<file path="src/rtl/rfir_pkg.sv">
package rfir_pkg;

	// Operation codes carried by a command transaction
	typedef enum logic [1:0] {
		OP_ENQ = 2'd0,
		OP_DEQ = 2'd1,
		OP_FIR = 2'd2
	} op_t;

	// Field widths
	localparam int SAMPLE_W  = 16;
	localparam int WEIGHT_W  = 16;
	localparam int PROD_W    = 32;
	localparam int SUM_W     = 35;
	localparam int FILL_W    = 4;
	localparam int ACC_W     = 38;

	// Weight register file
	localparam int NUM_WEIGHTS = 8;
	localparam int WSEL_W      = 3;
	localparam int CFG_IDX_W   = 4;

	// Saturation bounds of the reported sum
	localparam logic signed [ACC_W-1:0] SUM_MAX = ACC_W'(64'sd17179869183);
	localparam logic signed [ACC_W-1:0] SUM_MIN = ACC_W'(-64'sd17179869184);

	typedef logic signed [SAMPLE_W-1:0] sample_t;
	typedef logic signed [WEIGHT_W-1:0] weight_t;
	typedef logic signed [SUM_W-1:0]    sum_t;
	typedef weight_t [NUM_WEIGHTS-1:0]  weight_arr_t;

	// Control from the sequencer to the multiply-accumulate unit
	typedef struct packed {
		logic vld;
		logic clear;
	} mac_ctl_t;

endpackage

</file>
<file path="src/rtl/rfir_ifs.sv">
// Command channel: one operation per transaction
interface rfir_in_if;
	logic                     valid;
	logic                     ready;
	logic [1:0]               operation;
	logic signed [15:0]       sample_in;

	modport source (output valid, operation, sample_in, input ready);
	modport sink   (input valid, operation, sample_in, output ready);
endinterface

// Response channel: one result per command
interface rfir_out_if;
	logic                     valid;
	logic                     ready;
	logic                     status;
	logic signed [15:0]       sample_out;
	logic signed [34:0]       fir_sum;
	logic [3:0]               fill_count;

	modport source (output valid, status, sample_out, fir_sum, fill_count, input ready);
	modport sink   (input valid, status, sample_out, fir_sum, fill_count, output ready);
endinterface

// Configuration write channel
interface rfir_cfg_if;
	logic                     valid;
	logic                     ready;
	logic [3:0]               index;
	logic [15:0]              data;

	modport source (output valid, index, data, input ready);
	modport sink   (input valid, index, data, output ready);
endinterface

</file>
<file path="src/rtl/rfir_slot_ram.sv">
module rfir_slot_ram #(
	parameter int DEPTH = 9,
	parameter int AW    = 4
) (
	input  logic                  clk,
	input  logic                  we,
	input  logic [AW-1:0]         waddr,
	input  rfir_pkg::sample_t     wdata,
	input  logic                  re,
	input  logic [AW-1:0]         raddr,
	output rfir_pkg::sample_t     rdata
);
	import rfir_pkg::*;

	sample_t mem [DEPTH];

	// Write port
	always_ff @(posedge clk) begin
		if (we) begin
			mem[waddr] <= wdata;
		end
	end

	// Registered read port
	always_ff @(posedge clk) begin
		if (re) begin
			rdata <= mem[raddr];
		end
	end

endmodule

</file>
<file path="src/rtl/rfir_weights.sv">
module rfir_weights (
	input  logic                  clk,
	input  logic                  arst_n,
	rfir_cfg_if.sink              cfg,
	output rfir_pkg::weight_arr_t weights
);
	import rfir_pkg::*;

	weight_arr_t weights_q;

	assign cfg.ready = 1'b1;
	assign weights   = weights_q;

	// Weight registers; writes beyond the list are dropped
	always_ff @(posedge clk or negedge arst_n) begin
		if (!arst_n) begin
			weights_q <= '0;
		end else if (cfg.valid && (cfg.index < CFG_IDX_W'(NUM_WEIGHTS))) begin
			weights_q[cfg.index[WSEL_W-1:0]] <= cfg.data;
		end
	end

endmodule

</file>
<file path="src/rtl/rfir_mac.sv">
module rfir_mac (
	input  logic                  clk,
	input  logic                  arst_n,
	input  rfir_pkg::mac_ctl_t    ctl,
	input  rfir_pkg::sample_t     sample,
	input  rfir_pkg::weight_t     weight,
	output logic                  busy,
	output rfir_pkg::sum_t        sum
);
	import rfir_pkg::*;

	logic signed [PROD_W-1:0] prod_s2;
	logic                     vld_s2;
	logic signed [ACC_W-1:0]  acc_q;
	logic signed [PROD_W-1:0] sample_ext;
	logic signed [PROD_W-1:0] weight_ext;
	logic signed [ACC_W-1:0]  acc_sat;

	assign sample_ext = PROD_W'(sample);
	assign weight_ext = PROD_W'(weight);
	assign busy       = vld_s2;

	// Product stage
	always_ff @(posedge clk or negedge arst_n) begin
		if (!arst_n) begin
			vld_s2 <= 1'b0;
		end else begin
			vld_s2 <= ctl.vld;
		end
	end

	always_ff @(posedge clk) begin
		if (ctl.vld) begin
			prod_s2 <= sample_ext * weight_ext;
		end
	end

	// Accumulator
	always_ff @(posedge clk or negedge arst_n) begin
		if (!arst_n) begin
			acc_q <= '0;
		end else if (ctl.clear) begin
			acc_q <= '0;
		end else if (vld_s2) begin
			acc_q <= acc_q + ACC_W'(prod_s2);
		end
	end

	// Clamp to the reported range
	always_comb begin
		if (acc_q > SUM_MAX) begin
			acc_sat = SUM_MAX;
		end else if (acc_q < SUM_MIN) begin
			acc_sat = SUM_MIN;
		end else begin
			acc_sat = acc_q;
		end
	end

	assign sum = acc_sat[SUM_W-1:0];

endmodule

</file>
<file path="src/rtl/ring_fifo_with_fir.sv">
// Ring FIFO of signed 16-bit samples with an FIR readout. Each command
// transaction enqueues a sample, dequeues the oldest one, or computes the
// weighted sum of all held samples (oldest times weight_0) when the FIFO is
// full; every command gives exactly one response with the fill count after
// it. Samples live in a single-port-read memory of CAPACITY+1 slots. An
// enqueue or a refused command goes idle to done, a dequeue via a read
// state, an FIR via run and drain: samples are read one per cycle
// through the memory read port into one multiply-accumulate unit with
// product and accumulate registers. A new command is taken while the
// last response waits in the output register; no clearing after reset.
module ring_fifo_with_fir #(
	parameter int CAPACITY = 8
) (
	input  logic       clk,
	input  logic       arst_n,
	rfir_in_if.sink    cmd,
	rfir_out_if.source rsp,
	rfir_cfg_if.sink   cfg
);
	import rfir_pkg::*;

	localparam int SLOTS = CAPACITY + 1;
	localparam int IW    = $clog2(SLOTS);
	localparam int CW    = $clog2(CAPACITY + 1);
	localparam int KW    = (CAPACITY > 1) ? $clog2(CAPACITY) : 1;

	typedef enum logic [4:0] {
		S_IDLE  = 5'b00001,
		S_DEQ   = 5'b00010,
		S_RUN   = 5'b00100,
		S_DRAIN = 5'b01000,
		S_DONE  = 5'b10000
	} state_t;

	state_t         state_q;
	logic [IW-1:0]  rd_q;
	logic [IW-1:0]  wr_q;
	logic [IW-1:0]  ptr_q;
	logic [CW-1:0]  count_q;
	logic [KW-1:0]  k_q;

	// Pending response
	logic           res_status_q;
	sample_t        res_sample_q;
	sum_t           res_sum_q;

	// Output register
	logic           out_valid_q;
	logic           status_q;
	sample_t        sample_q;
	sum_t           sum_q;
	logic [FILL_W-1:0] fill_q;

	// FIR pipeline
	logic           vld_s1;
	weight_t        wgt_s1;
	weight_arr_t    weights;
	weight_t        wgt_sel;
	logic [KW+2:0]  k_ext;
	mac_ctl_t       mac_ctl;
	logic           mac_busy;
	sum_t           mac_sum;

	// Memory ports
	logic           ram_we;
	logic           ram_re;
	logic [IW-1:0]  ram_raddr;
	sample_t        ram_rdata;

	logic           cmd_fire;
	logic           is_full;
	logic           is_empty;
	logic           out_free;
	logic [CW+3:0]  count_ext;

	function automatic logic [IW-1:0] advance(input logic [IW-1:0] i);
		advance = (i == IW'(SLOTS - 1)) ? '0 : i + 1'b1;
	endfunction

	assign cmd.ready = (state_q == S_IDLE);
	assign cmd_fire  = cmd.valid && cmd.ready;
	assign is_full   = (count_q == CW'(CAPACITY));
	assign is_empty  = (count_q == '0);
	assign out_free  = !out_valid_q || rsp.ready;
	assign count_ext = {4'b0000, count_q};

	// Memory control: enqueue writes and dequeue reads only happen in idle,
	// FIR reads never overlap a write, so no forwarding is needed
	assign ram_we    = cmd_fire && (cmd.operation == OP_ENQ) && !is_full;
	assign ram_re    = (cmd_fire && (cmd.operation == OP_DEQ) && !is_empty)
	                   || (state_q == S_RUN);
	assign ram_raddr = (state_q == S_RUN) ? ptr_q : rd_q;

	rfir_slot_ram #(
		.DEPTH (SLOTS),
		.AW    (IW)
	) u_ram (
		.clk   (clk),
		.we    (ram_we),
		.waddr (wr_q),
		.wdata (cmd.sample_in),
		.re    (ram_re),
		.raddr (ram_raddr),
		.rdata (ram_rdata)
	);

	rfir_weights u_weights (
		.clk     (clk),
		.arst_n  (arst_n),
		.cfg     (cfg),
		.weights (weights)
	);

	// Weight for the current tap; taps past the register list weigh zero
	assign k_ext = {3'b000, k_q};
	always_comb begin
		if (k_ext < (KW+3)'(NUM_WEIGHTS)) begin
			wgt_sel = weights[k_ext[WSEL_W-1:0]];
		end else begin
			wgt_sel = '0;
		end
	end

	// Weight and valid are registered so they line up with the read data
	always_ff @(posedge clk or negedge arst_n) begin
		if (!arst_n) begin
			vld_s1 <= 1'b0;
		end else begin
			vld_s1 <= (state_q == S_RUN);
		end
	end

	always_ff @(posedge clk) begin
		if (state_q == S_RUN) begin
			wgt_s1 <= wgt_sel;
		end
	end

	assign mac_ctl.vld   = vld_s1;
	assign mac_ctl.clear = cmd_fire && (cmd.operation == OP_FIR);

	rfir_mac u_mac (
		.clk    (clk),
		.arst_n (arst_n),
		.ctl    (mac_ctl),
		.sample (ram_rdata),
		.weight (wgt_s1),
		.busy   (mac_busy),
		.sum    (mac_sum)
	);

	// Sequencer and FIFO indices
	always_ff @(posedge clk or negedge arst_n) begin
		if (!arst_n) begin
			state_q <= S_IDLE;
			rd_q    <= '0;
			wr_q    <= '0;
			ptr_q   <= '0;
			count_q <= '0;
			k_q     <= '0;
		end else begin
			case (state_q)
				S_IDLE: begin
					if (cmd_fire) begin
						case (cmd.operation)
							OP_ENQ: begin
								state_q <= S_DONE;
								if (!is_full) begin
									wr_q    <= advance(wr_q);
									count_q <= count_q + 1'b1;
								end
							end
							OP_DEQ: begin
								if (!is_empty) begin
									rd_q    <= advance(rd_q);
									count_q <= count_q - 1'b1;
									state_q <= S_DEQ;
								end else begin
									state_q <= S_DONE;
								end
							end
							OP_FIR: begin
								if (is_full) begin
									ptr_q   <= rd_q;
									k_q     <= '0;
									state_q <= S_RUN;
								end else begin
									state_q <= S_DONE;
								end
							end
							default: begin
								state_q <= S_DONE;
							end
						endcase
					end
				end
				S_DEQ: begin
					state_q <= S_DONE;
				end
				S_RUN: begin
					ptr_q <= advance(ptr_q);
					k_q   <= k_q + 1'b1;
					if (k_q == KW'(CAPACITY - 1)) begin
						state_q <= S_DRAIN;
					end
				end
				S_DRAIN: begin
					if (!vld_s1 && !mac_busy) begin
						state_q <= S_DONE;
					end
				end
				S_DONE: begin
					if (out_free) begin
						state_q <= S_IDLE;
					end
				end
				default: begin
					state_q <= S_IDLE;
				end
			endcase
		end
	end

	// Pending response payload
	always_ff @(posedge clk) begin
		if (cmd_fire) begin
			res_sample_q <= '0;
			res_sum_q    <= '0;
			case (cmd.operation)
				OP_ENQ:  res_status_q <= is_full;
				OP_DEQ:  res_status_q <= is_empty;
				OP_FIR:  res_status_q <= !is_full;
				default: res_status_q <= 1'b1;
			endcase
		end
		if (state_q == S_DEQ) begin
			res_sample_q <= ram_rdata;
		end
		if ((state_q == S_DRAIN) && !vld_s1 && !mac_busy) begin
			res_sum_q <= mac_sum;
		end
	end

	// Output register
	always_ff @(posedge clk or negedge arst_n) begin
		if (!arst_n) begin
			out_valid_q <= 1'b0;
		end else if ((state_q == S_DONE) && out_free) begin
			out_valid_q <= 1'b1;
		end else if (rsp.ready) begin
			out_valid_q <= 1'b0;
		end
	end

	always_ff @(posedge clk) begin
		if ((state_q == S_DONE) && out_free) begin
			status_q <= res_status_q;
			sample_q <= res_sample_q;
			sum_q    <= res_sum_q;
			fill_q   <= count_ext[FILL_W-1:0];
		end
	end

	assign rsp.valid      = out_valid_q;
	assign rsp.status     = status_q;
	assign rsp.sample_out = sample_q;
	assign rsp.fir_sum    = sum_q;
	assign rsp.fill_count = fill_q;

endmodule

</file>
<file path="src/flat_wrapper.sv">
// flat-port wrapper written by rule: the top's interface ports become plain ports
module ring_fifo_with_fir_flat import rfir_pkg::*;
#(
	parameter int CAPACITY = 8
)
  (clk, arst_n, cmd_valid, cmd_operation, cmd_sample_in, cmd_ready, rsp_valid, rsp_status, rsp_sample_out, rsp_fir_sum, rsp_fill_count, rsp_ready, cfg_valid, cfg_index, cfg_data, cfg_ready);
  rfir_in_if cmd_i ();
  rfir_out_if rsp_i ();
  rfir_cfg_if cfg_i ();
  input  logic clk;
  input  logic arst_n;
  input wire logic [$bits(cmd_i.valid)-1:0] cmd_valid;
  input wire logic [$bits(cmd_i.operation)-1:0] cmd_operation;
  input wire logic [$bits(cmd_i.sample_in)-1:0] cmd_sample_in;
  output wire logic [$bits(cmd_i.ready)-1:0] cmd_ready;
  output wire logic [$bits(rsp_i.valid)-1:0] rsp_valid;
  output wire logic [$bits(rsp_i.status)-1:0] rsp_status;
  output wire logic [$bits(rsp_i.sample_out)-1:0] rsp_sample_out;
  output wire logic [$bits(rsp_i.fir_sum)-1:0] rsp_fir_sum;
  output wire logic [$bits(rsp_i.fill_count)-1:0] rsp_fill_count;
  input wire logic [$bits(rsp_i.ready)-1:0] rsp_ready;
  input wire logic [$bits(cfg_i.valid)-1:0] cfg_valid;
  input wire logic [$bits(cfg_i.index)-1:0] cfg_index;
  input wire logic [$bits(cfg_i.data)-1:0] cfg_data;
  output wire logic [$bits(cfg_i.ready)-1:0] cfg_ready;
  assign cmd_i.valid = cmd_valid;
  assign cmd_i.operation = cmd_operation;
  assign cmd_i.sample_in = cmd_sample_in;
  assign cmd_ready = cmd_i.ready;
  assign rsp_valid = rsp_i.valid;
  assign rsp_status = rsp_i.status;
  assign rsp_sample_out = rsp_i.sample_out;
  assign rsp_fir_sum = rsp_i.fir_sum;
  assign rsp_fill_count = rsp_i.fill_count;
  assign rsp_i.ready = rsp_ready;
  assign cfg_i.valid = cfg_valid;
  assign cfg_i.index = cfg_index;
  assign cfg_i.data = cfg_data;
  assign cfg_ready = cfg_i.ready;
  ring_fifo_with_fir #(.CAPACITY(CAPACITY)) u_core (.clk(clk), .arst_n(arst_n), .cmd(cmd_i), .rsp(rsp_i), .cfg(cfg_i));
endmodule
</file>
<file path="config.mk">
export PLATFORM = sky130hd
export DESIGN_NAME = ring_fifo_with_fir_flat
export DESIGN_NICKNAME = d
export VERILOG_FILES = /design/src/rtl/rfir_pkg.sv /design/src/rtl/rfir_ifs.sv /design/src/rtl/rfir_slot_ram.sv /design/src/rtl/rfir_weights.sv /design/src/rtl/rfir_mac.sv /design/src/rtl/ring_fifo_with_fir.sv /design/src/flat_wrapper.sv
export SDC_FILE = /design/constraint.sdc
export NUM_CORES = 1
export LEC_CHECK = 0
export BUFFER_PORTS_ARGS = -buffer_cell sky130_fd_sc_hd__buf_4
export CAP_MARGIN = 10
export CORE_MARGIN = 3
export CORE_UTILIZATION = 50
export DETAILED_ROUTE_END_ITERATION = 8
export PLACE_DENSITY = 0.75
export REMOVE_ABC_BUFFERS = 1
export SLEW_MARGIN = 20
export SYNTH_ARGS = -nofsm -noshare
export SYNTH_HDL_FRONTEND = slang
export SYNTH_SLANG_ARGS = --single-unit
export TNS_END_PERCENT = 5
</file>
<file path="constraint.sdc">
create_clock -name clk -period 8 [get_ports clk]
set_input_delay 1.6 -clock clk [delete_from_list [all_inputs] [get_ports clk]]
set_output_delay 1.6 -clock clk [all_outputs]
set_load 0.01 [all_outputs]
</file>
# After elaboration in Yosys (flattened, before gate mapping)
# Memory sizes are Yosys's and may differ from the RTL's. A register that Yosys moved wholly into a read port is not among the register bits.
# Index checks and enable logic that the tools add are counted.
# Widths: inputs -> output; s select.
# totals
mem_count	1
ff_bits	349
mem_bits_rw	144
output_inout_bits	59
elab_cells	138
in_bits	43
# classes
n_bitwise	2
n_addsub	7
muxes	41
n_eq_ne	20
reduce_logical	32
mul	1
order_cmp	7
# memory_table
name	words	width	read_ports	rd_ports_with_merged_regs	wr	line	source
u_core.u_ram.mem	9	16	1	1	1	rfir_slot_ram.sv:15	sample_t mem [DEPTH];
# ops
cell	n
$mux 35	4
$bwmux 128	1
$mux 38	2
$mux 16	4
$bmux 16 s3	1
$demux 16 s3	1
$add 38x32->38	1
$gt 38x35->1 const B	1
$lt 38x35->1 const B	1
$mux 4	9
$mul 16x16->32	1
$mux 5	6
$pmux 5 s5	1
$add 4x1->4 const B	4
$eq 4x4->1 const B	4
$pmux 4 s2	2
$reduce_and 4->1	4
$logic_and 1x1->1	12
$lt 3x4->1 const B	3
$ne 2x2->1 const B	6
$reduce_bool 2->1	6
$pmux 5 s2	1
$mux 3	3
$pmux 3 s2	1
other kinds (21)	31

# Longest topological paths before layout
# Gate-level depths: netlist of the first run.
# depth
word_depth	6
mapped_depth	24
mapped_depth_nobuf	23

# Hierarchy
# From an unflattened synthesis of the first run, not the netlist that was laid out.
# unflattened
cells_unflattened	2634
hier_area_um2	32646.3
# modules_own_cells
mod	area_per_inst_um2	seq_area_each_um2	cells_each	n_inst
rfir_mac	14815.5	1936.9	1618	1
ring_fifo_with_fir	6771.5	4375.4	413	1
rfir_slot_ram	6183.4	4804.6	323	1
rfir_weights	4875.9	3203.1	280	1

# Worst setup path before layout of the first run
# OpenSTA, ideal clock, no wires.
# synth_path
kind	register -> register
startpoint	register u_core.wgt_s1[7]
endpoint	register u_core.u_mac.prod_s2[31] (data pin)
setup_ps	260
required_ps	7740
synth_period_minus_slack_ps	6037
arrival_ps	5777
setup_slack_ps	1963
n_path_buf	1
stages_incl_launch_ff	25
path_cell_list	edfxtp_1 > clkbuf_1 > nand2_1 > fa_1 > inv_1 > fa_1 > inv_1 > fa_1 > inv_1 > fa_1 > fa_1 > inv_1 > fa_1 > inv_1 > ha_1 > a21o_1 > a21oi_1 > o21ai_0 > a31oi_1 > o41ai_2 > a41oi_1 > a21oi_1 > a41o_1 > a21oi_1 > xnor2_1
# synth_via
elab_chain_len	1
# synth_lines
item	line	source
start: declaration	ring_fifo_with_fir.sv:56	weight_t wgt_s1;
start signal: assignment	ring_fifo_with_fir.sv:135	wgt_s1 <= wgt_sel;
$mul 16x16->32	rfir_mac.sv:34	prod_s2 <= sample_ext * weight_ext;
end signal: assignment	rfir_mac.sv:34	
end: declaration	rfir_mac.sv:12	logic signed [PROD_W-1:0] prod_s2;
# Every way passes these cells.
# A chain may end at the register's enable or synchronous reset.

# Final worst setup path of the first run
# layout_path
startpoint	register u_core.u_ram.rdata[15], read port of u_core.u_ram.mem
endpoint	register u_core.u_mac.prod_s2[31] (data pin)
# layout_via
elab_chain_len	1
# layout_lines
item	line	source
start: declaration	rfir_slot_ram.sv:11	output rfir_pkg::sample_t rdata
$mul 16x16->32	rfir_mac.sv:34	
# Every way passes these cells.

==> results of run 1 <==
## power by group through the flow
stage / clock (mW) / sequential (mW) / combinational, mW
after global routing: 2.53 / 4.01 / 9.58
after floorplan: 0 / 3.95 / 6.58
after detailed placement: 0 / 4.01 / 8.39
after CTS: 2.43 / 3.96 / 8.47
after global placement: 0 / 3.98 / 8.05
final: 2.37 / 3.96 / 8.46
## worst register-to-register path, cell delays in order (launching register included)
cell,delay [ns]
edfxtp_1,0.76
nand2_1,0.21
inv_1,0.18
fa_1,0.54
fa_1,0.85
fa_1,0.52
fa_1,0.52
fa_1,0.49
inv_1,0.05
fa_1,0.47
inv_1,0.04
ha_1,0.31
a21oi_1,0.31
o21ai_0,0.17
a41oi_1,0.26
a21oi_1,0.17
a41o_1,0.28
a21oi_1,0.17
xnor2_1,0.07
## final cells by class
| class | instances | area (µm²) | share of cell area [%] |
|---|---|---|---|
| Sequential cell | 509 | 14320 | 40.88 |
| Clock buffer | 68 | 1454 | 4.149 |
| Inverter | 336 | 1261 | 3.599 |
| Multi-Input combinational cell | 1559 | 15790 | 45.06 |
| Tap cell | 837 | 1047 | 2.989 |
| Timing Repair Buffer | 118 | 912.1 | 2.603 |
| Clock inverter | 28 | 249.0 | 0.7106 |
| Antenna cell | 2 | 5.005 | 0.01428 |
## cells in the mapped netlist, drive strengths merged, types with 9 or more instances
cell type / count
nand2b: 20
nand3: 18
mux2i: 46
dfrtp: 192
inv: 336
xnor2: 54
nor3: 23
o21ai: 59
and2: 143
buf: 15
nor2: 105
xor2: 17
nand2: 174
a21oi: 89
a21o: 25
o31ai: 9
clkbuf: 75
nor2b: 14
and3: 13
mux4: 64
edfxtp: 316
mux2: 147
ha: 135
o21a: 42
fa: 264
a211oi: 11
## per-layer routing
layer / part of all wire, % / GRT usage, %
met5: 0 / 0
met4: 2.5 / 5.700
met3: 6.2 / 3.815
met2: 50 / 34.74
met1: 42 / 25.93
## sequential cells by signal (all words and copies together) (netlist names), 3 cells and up
register and count:
u_core.u_ram.rdata 16, u_core.u_weights.weights 128, u_core.u_mac.prod_s2 32, u_core.u_ram.mem 144, u_core.wr_q 4, u_core.state_q 5, u_core.rsp.fir_sum 35, u_core.rsp.fill_count 4
u_core.u_mac.acc_q 38, u_core.k_q 3, u_core.ptr_q 4, u_core.rd_q 4, u_core.rsp.sample_out 16, u_core.res_sample_q 16, u_core.res_sum_q 35, u_core.count_q 4
u_core.wgt_s1 16
## stage by stage
step | util (%) | cells | total power [mW] | setup slack [ns]
after floorplan | - | 2404 | 10.53 | 2.061
after global placement | 53.54 | 3356 | 12.03 | 1.589
after detailed placement | 53.54 | 3356 | 12.39 | 1.497
after CTS | 56.28 | 3452 | 14.86 | 1.391
after global routing | 56.36 | 3456 | 16.12 | 1.050
final | 56.36 | 3457 | 14.79 | 1.370
## cells by family (layout without fill, tap and decap cells)
| kind of cell | count (synthesis) | in the layout | share of synthesized area (%) |
|---|---|---|---|
| flops | 509 | 509 | 45.22 |
| simple gates | 548 | 548 | 8.618 |
| xor+xnor | 71 | 71 | 1.964 |
| compound gates | 283 | 283 | 5.710 |
| fa+ha+maj | 399 | 399 | 22.03 |
| buf+inv | 426 | 550 | 5.161 |
| other cells | 1 | 3 | 0.01184 |
| mux | 257 | 257 | 11.29 |
## worst min path at each step
stage | slack, ns | endpoint | startpoint | cells after the start
after detailed placement | 0.40 | u_core.rsp.fir_sum[16] | u_core.res_sum_q[16] | 0
after CTS | 0.42 | u_core.rsp.fir_sum[24] | u_core.res_sum_q[24] | 0
after global placement | 0.40 | u_core.rsp.fir_sum[15] | u_core.res_sum_q[15] | 0
after floorplan | 0.40 | u_core.rsp.fir_sum[0] | u_core.res_sum_q[0] | 0
after global routing | 0.42 | u_core.rsp.fir_sum[17] | u_core.res_sum_q[17] | 0
final | 0.42 | u_core.rsp.fir_sum[30] | u_core.res_sum_q[30] | 0
==> metrics.csv, run 1 <==
metric,value,unit
WL per Instance,18.87,µm
critical setup path kind,reg2reg,
Stages on worst setup path,18,
core area,62170,µm²
worst reg2reg path endpoint,u_core.u_mac.prod_s2[31],
switching portion of total power,40.62,%
clk sinks,509,
drt pass-1 iters,8,
chip width,257.7,µm
antenna violations before repair,2,
WHS,0.4168,ns
endpoints failing hold,0,
Setup crit end kind,flip-flop,
largest net degree at the start of global routing,133,
number of global-route vias before repair,20160,
post-synthesis cell type count,73,
Logic pwr share,57.2,%
P_sw,6.008,mW
Clock power frac,16.0,%
Leak,14.97,nW
"Primary FF master, synth",edfxtp_1,
share of cells above drive strength 1,16.84,%
Synth Register Bits,509,
post-synth top area share,29.97,%
Vias/cell,5.406,
average size of a mapped cell,12.70,µm²
total gr overflow,0,
Worst path max stage delay,0.85,ns
Clock Skew,0.04566,ns
dpl hpwl,46560,µm
Worst-path clk slew,0.06,ns
Num CTS Buffers,53,
hold_buf cts,0,
asr flop ratio synth,37.92,%
Global Route Usage Sum,20.07,%
kind of cell adding the most delay to the critical path,adder cells,
crit path capture,u_core.u_mac.prod_s2[31],
VDD IR max,0.3916,mV
crit-path max FO,17,
Synth Instances,2494,
# rows,91,
RSZ-0062 raised after global routing,no,
Yosys top cell by area,edfxtp_1,
Worst-Skew Late Latency,0.63,ns
# IOs,102,
worst-path cell chain,nand2_1 > inv_1 > fa_1 > fa_1 > fa_1 > fa_1 > fa_1 > inv_1 > fa_1 > inv_1 > ha_1 > a21oi_1 > o21ai_0 > a41oi_1 > a21oi_1 > a41o_1 > a21oi_1 > xnor2_1,
Fillers,4994,
"most used cell, CP",fa_1,
post-route setup TNS,0,ns
antenna-violating nets left,0,
Post-route DRC,0,
Post-synth EDFFs,316,
worst endpoint required time,8.34,ns
IO Port Bufs,100,
startpoint types,flip-flop,
status,completed,
TritonCTS clock tree,yes,
Cell Pwr Density,422.1,nW/µm²
placed cell area,33280,µm²
most frequent cells in the layout,"inv_1 (335), edfxtp_1 (316), fa_1 (264), dfrtp_1 (190), nand2_1 (174)",
fmax,150.8,MHz
Pint,8.783,mW
die area,66380,µm²
GPL Wtd Cong,0.9138,
final instance area,35040,µm²
Buf/Inv on CP,3,
worst r2r src,u_core.u_ram.rdata[15],
H-tree Lvls,2,
Initial Util,50.93,%
"commonest non-fill, non-tap cell in the layout",inv_1,
fin. max-slew vios,0,
Slew headroom,25.03,%
fin crit period,6.630,ns
area grow syn2layout,10.66,%
"Slowest-stage cell, CP",fa_1,
post-cts resize count,0,
Area contributors post-synth,"edfxtp_1 (30%), fa_1 (17%), dfrtp_1 (15%)",
Final Cycle Share,82.87,%
Seq pwr share,26.8,%
setup bufs post-CTS,0,
Least-Margin Pin Slew,1.125,ns
die span in y,257.7,µm
Setup crit start,u_core.u_ram.rdata[15],
Mapped Area,31660,µm²
flop2flop setup slack,1.37,ns
"Seq/Total Area, Yosys",45.22,%
DRC violation total after the first TritonRoute iteration,1217,
Final setup viols,0,
maximum clock insertion buffer count,3,
WP data arrival,6.97,ns
Max Cap Viol,0,
Yosys warnings,0,
clock root cell,clkbuf_16,
final WL,65250,µm
min-delay worst type,reg2reg,
FF-to-FF path depth,18,
# nets final,3019,
Vias,18690,
first-pass GRT wire length,106800,µm
Power figures use the tool's default switching activity.
==> inputs of run 2 (changes only) <==
PLACE_DENSITY = 0.78   (was 0.75)
clock period = 5.3 ns   (was 8 ns; I/O delays follow)
==> metrics.csv, run 2 (same netlist as run 1, synthesis figures left out) <==
metric,value,unit
maximum clock insertion buffer count,3,
die span in y,257.7,µm
Setup crit end kind,flip-flop,
crit-path max FO,12,
total gr overflow,0,
IO Port Bufs,100,
DRC violation total after the first TritonRoute iteration,1468,
post-route setup TNS,-6.305,ns
Max Cap Viol,0,
Num CTS Buffers,52,
Top reg by flops,u_core.u_ram.mem,
"most used cell, CP",fa_1,
hold_buf cts,0,
Leak,15.86,nW
H-tree Lvls,2,
Vias/cell,5.464,
setup slack after layout,-0.6676,ns
min-delay worst type,reg2reg,
final WL,69470,µm
number of global-route vias before repair,21860,
RSZ-0062 raised after global routing,yes,
Vias,19760,
Post-route DRC,0,
"commonest non-fill, non-tap cell in the layout",inv_1,
Cell Pwr Density,719.0,nW/µm²
Worst path max stage delay,0.57,ns
Initial Util,50.93,%
antenna violations before repair,0,
share of cells above drive strength 1,23.68,%
drt pass-1 iters,5,
final instance area,36690,µm²
first-pass GRT wire length,113800,µm
critical setup path kind,reg2reg,
# rows,91,
FF/Latch Area,14330,µm²
Worst-Skew Late Latency,0.62,ns
Util after Layout,59.01,%
die area,66380,µm²
Global Route Usage Sum,21.29,%
fin. max-slew vios,0,
clock root cell,clkbuf_16,
max reg flops,144,
startpoint types,flip-flop,
status,"complete, but fails checks",
WP data arrival,6.32,ns
Clock Skew,0.03365,ns
fmax,167.6,MHz
failing checks,negative setup slack,
Fillers,4737,
dpl hpwl,50140,µm
chip width,257.7,µm
# nets final,3178,
VDD IR max,0.7997,mV
FF-to-FF path depth,18,
antenna-violating nets left,0,
PnR Total Power,26.38,mW
Slew headroom,23.37,%
Worst-path clk slew,0.06,ns
worst-path cell chain,buf_4 > and2_1 > fa_1 > fa_1 > fa_1 > fa_1 > fa_1 > inv_1 > fa_1 > inv_1 > ha_1 > nand2_1 > o41ai_4 > a41oi_2 > a21oi_2 > a41o_1 > a21oi_2 > xnor2_1,
# IOs,102,
largest net degree at the start of global routing,126,
Final setup viols,19,
TritonCTS clock tree,yes,
Least-Margin Pin Slew,1.127,ns
GPL Wtd Cong,0.9349,
worst hold path stage count,0,
endpoints failing hold,0,
Multi-input gate area,16050,µm²
most frequent cells in the layout,"inv_1 (330), edfxtp_1 (316), buf_4 (263), fa_1 (260), dfrtp_1 (190)",
core area,62170,µm²
area grow syn2layout,15.86,%
WL per Instance,19.21,µm
"Slowest-stage cell, CP",fa_1,
fin crit period,5.968,ns
Final Cycle Share,112.6,%
Ant. Diodes,0,
worst endpoint required time,5.65,ns
clk sinks,509,
placed cell area,34460,µm²
## run 2: cell count changes in the layout (fill, tap and decap cells not counted), moves of 8 or more
cell / previous run / this run
a21oi_2: 2 / 14
ha_1: 135 / 125
clkbuf_8: 5 / 13
buf_4: 114 / 263
buf_6: 1 / 10
ha_4: 0 / 8
a21oi_1: 86 / 74
## run 2: worst max-delay path: cells and delay by family (launching register included)
family                   cells  cell delay [ns]
AND/OR/NAND/NOR              2             0.28
XOR/XNOR                     1             0.11
buffers and inverters        3             0.34
adder cells (fa/ha/maj)      7             3.31
AO/OA/AOI/OAI                5             1.11
flip-flops                   1             0.53
## run 2: worst paths after layout
kind	slack, ns	start	to
max	-0.67	u_core.u_ram.rdata[14]	u_core.u_mac.prod_s2[31]
max in group asynchronous	3.63	arst_n	u_core.u_mac.busy
max reg2reg	-0.67	u_core.u_ram.rdata[14]	u_core.u_mac.prod_s2[31]
min in group asynchronous	0.44	arst_n	u_core.u_weights.weights[126]
min	0.41	u_core.res_sum_q[31]	u_core.rsp.fir_sum[31]
min reg2reg	0.41	u_core.res_sum_q[31]	u_core.rsp.fir_sum[31]
## run 2: final cells by class
class | count | share of cell area, %
Sequential cell | 509 | 39.06
Inverter | 336 | 3.438
Clock buffer | 74 | 4.274
Clock inverter | 23 | 0.6514
Multi-Input combinational cell | 1559 | 43.76
Tap cell | 837 | 2.855
Timing Repair Buffer | 278 | 5.965
## run 2: timing repair
action                                  in CTS  in global routing
buffers inserted                            10                  1
cloned                                       0                  0
pin swaps                                   28                 20
endpoints found under the setup margin      19                 20
gates resized for setup                     47                 24
## run 2: layer usage
layer  vias to the layer above  routed length (µm)  GRT usage [%]
met5                         -                   0              0
met3                       152                4059          3.982
met4                         0                2021          7.015
met1                     10030               27950          26.17
li1                       8951                   -              -
met2                       623               35440          37.94
## run 2: stage by stage
stage	cells	worst slack (ns)	hold WS [ns]
2_1_floorplan	2404	-0.6395	0.4003
3_3_place_gp	3507	-0.7372	0.4036
3_5_place_dp	3507	-0.8765	0.4045
4_1_cts	3614	-0.6690	0.4120
5_1_grt	3616	-0.8661	0.4264
6_report	3616	-0.6676	0.4091
## run 2: power by group
part	switching [mW]	internal [mW]	leakage, nW	total, mW
Sequential	0.458	5.50	5.30	5.96
Clock	1.59	2.18	0.894	3.77
Combinational	8.40	8.26	9.66	16.7
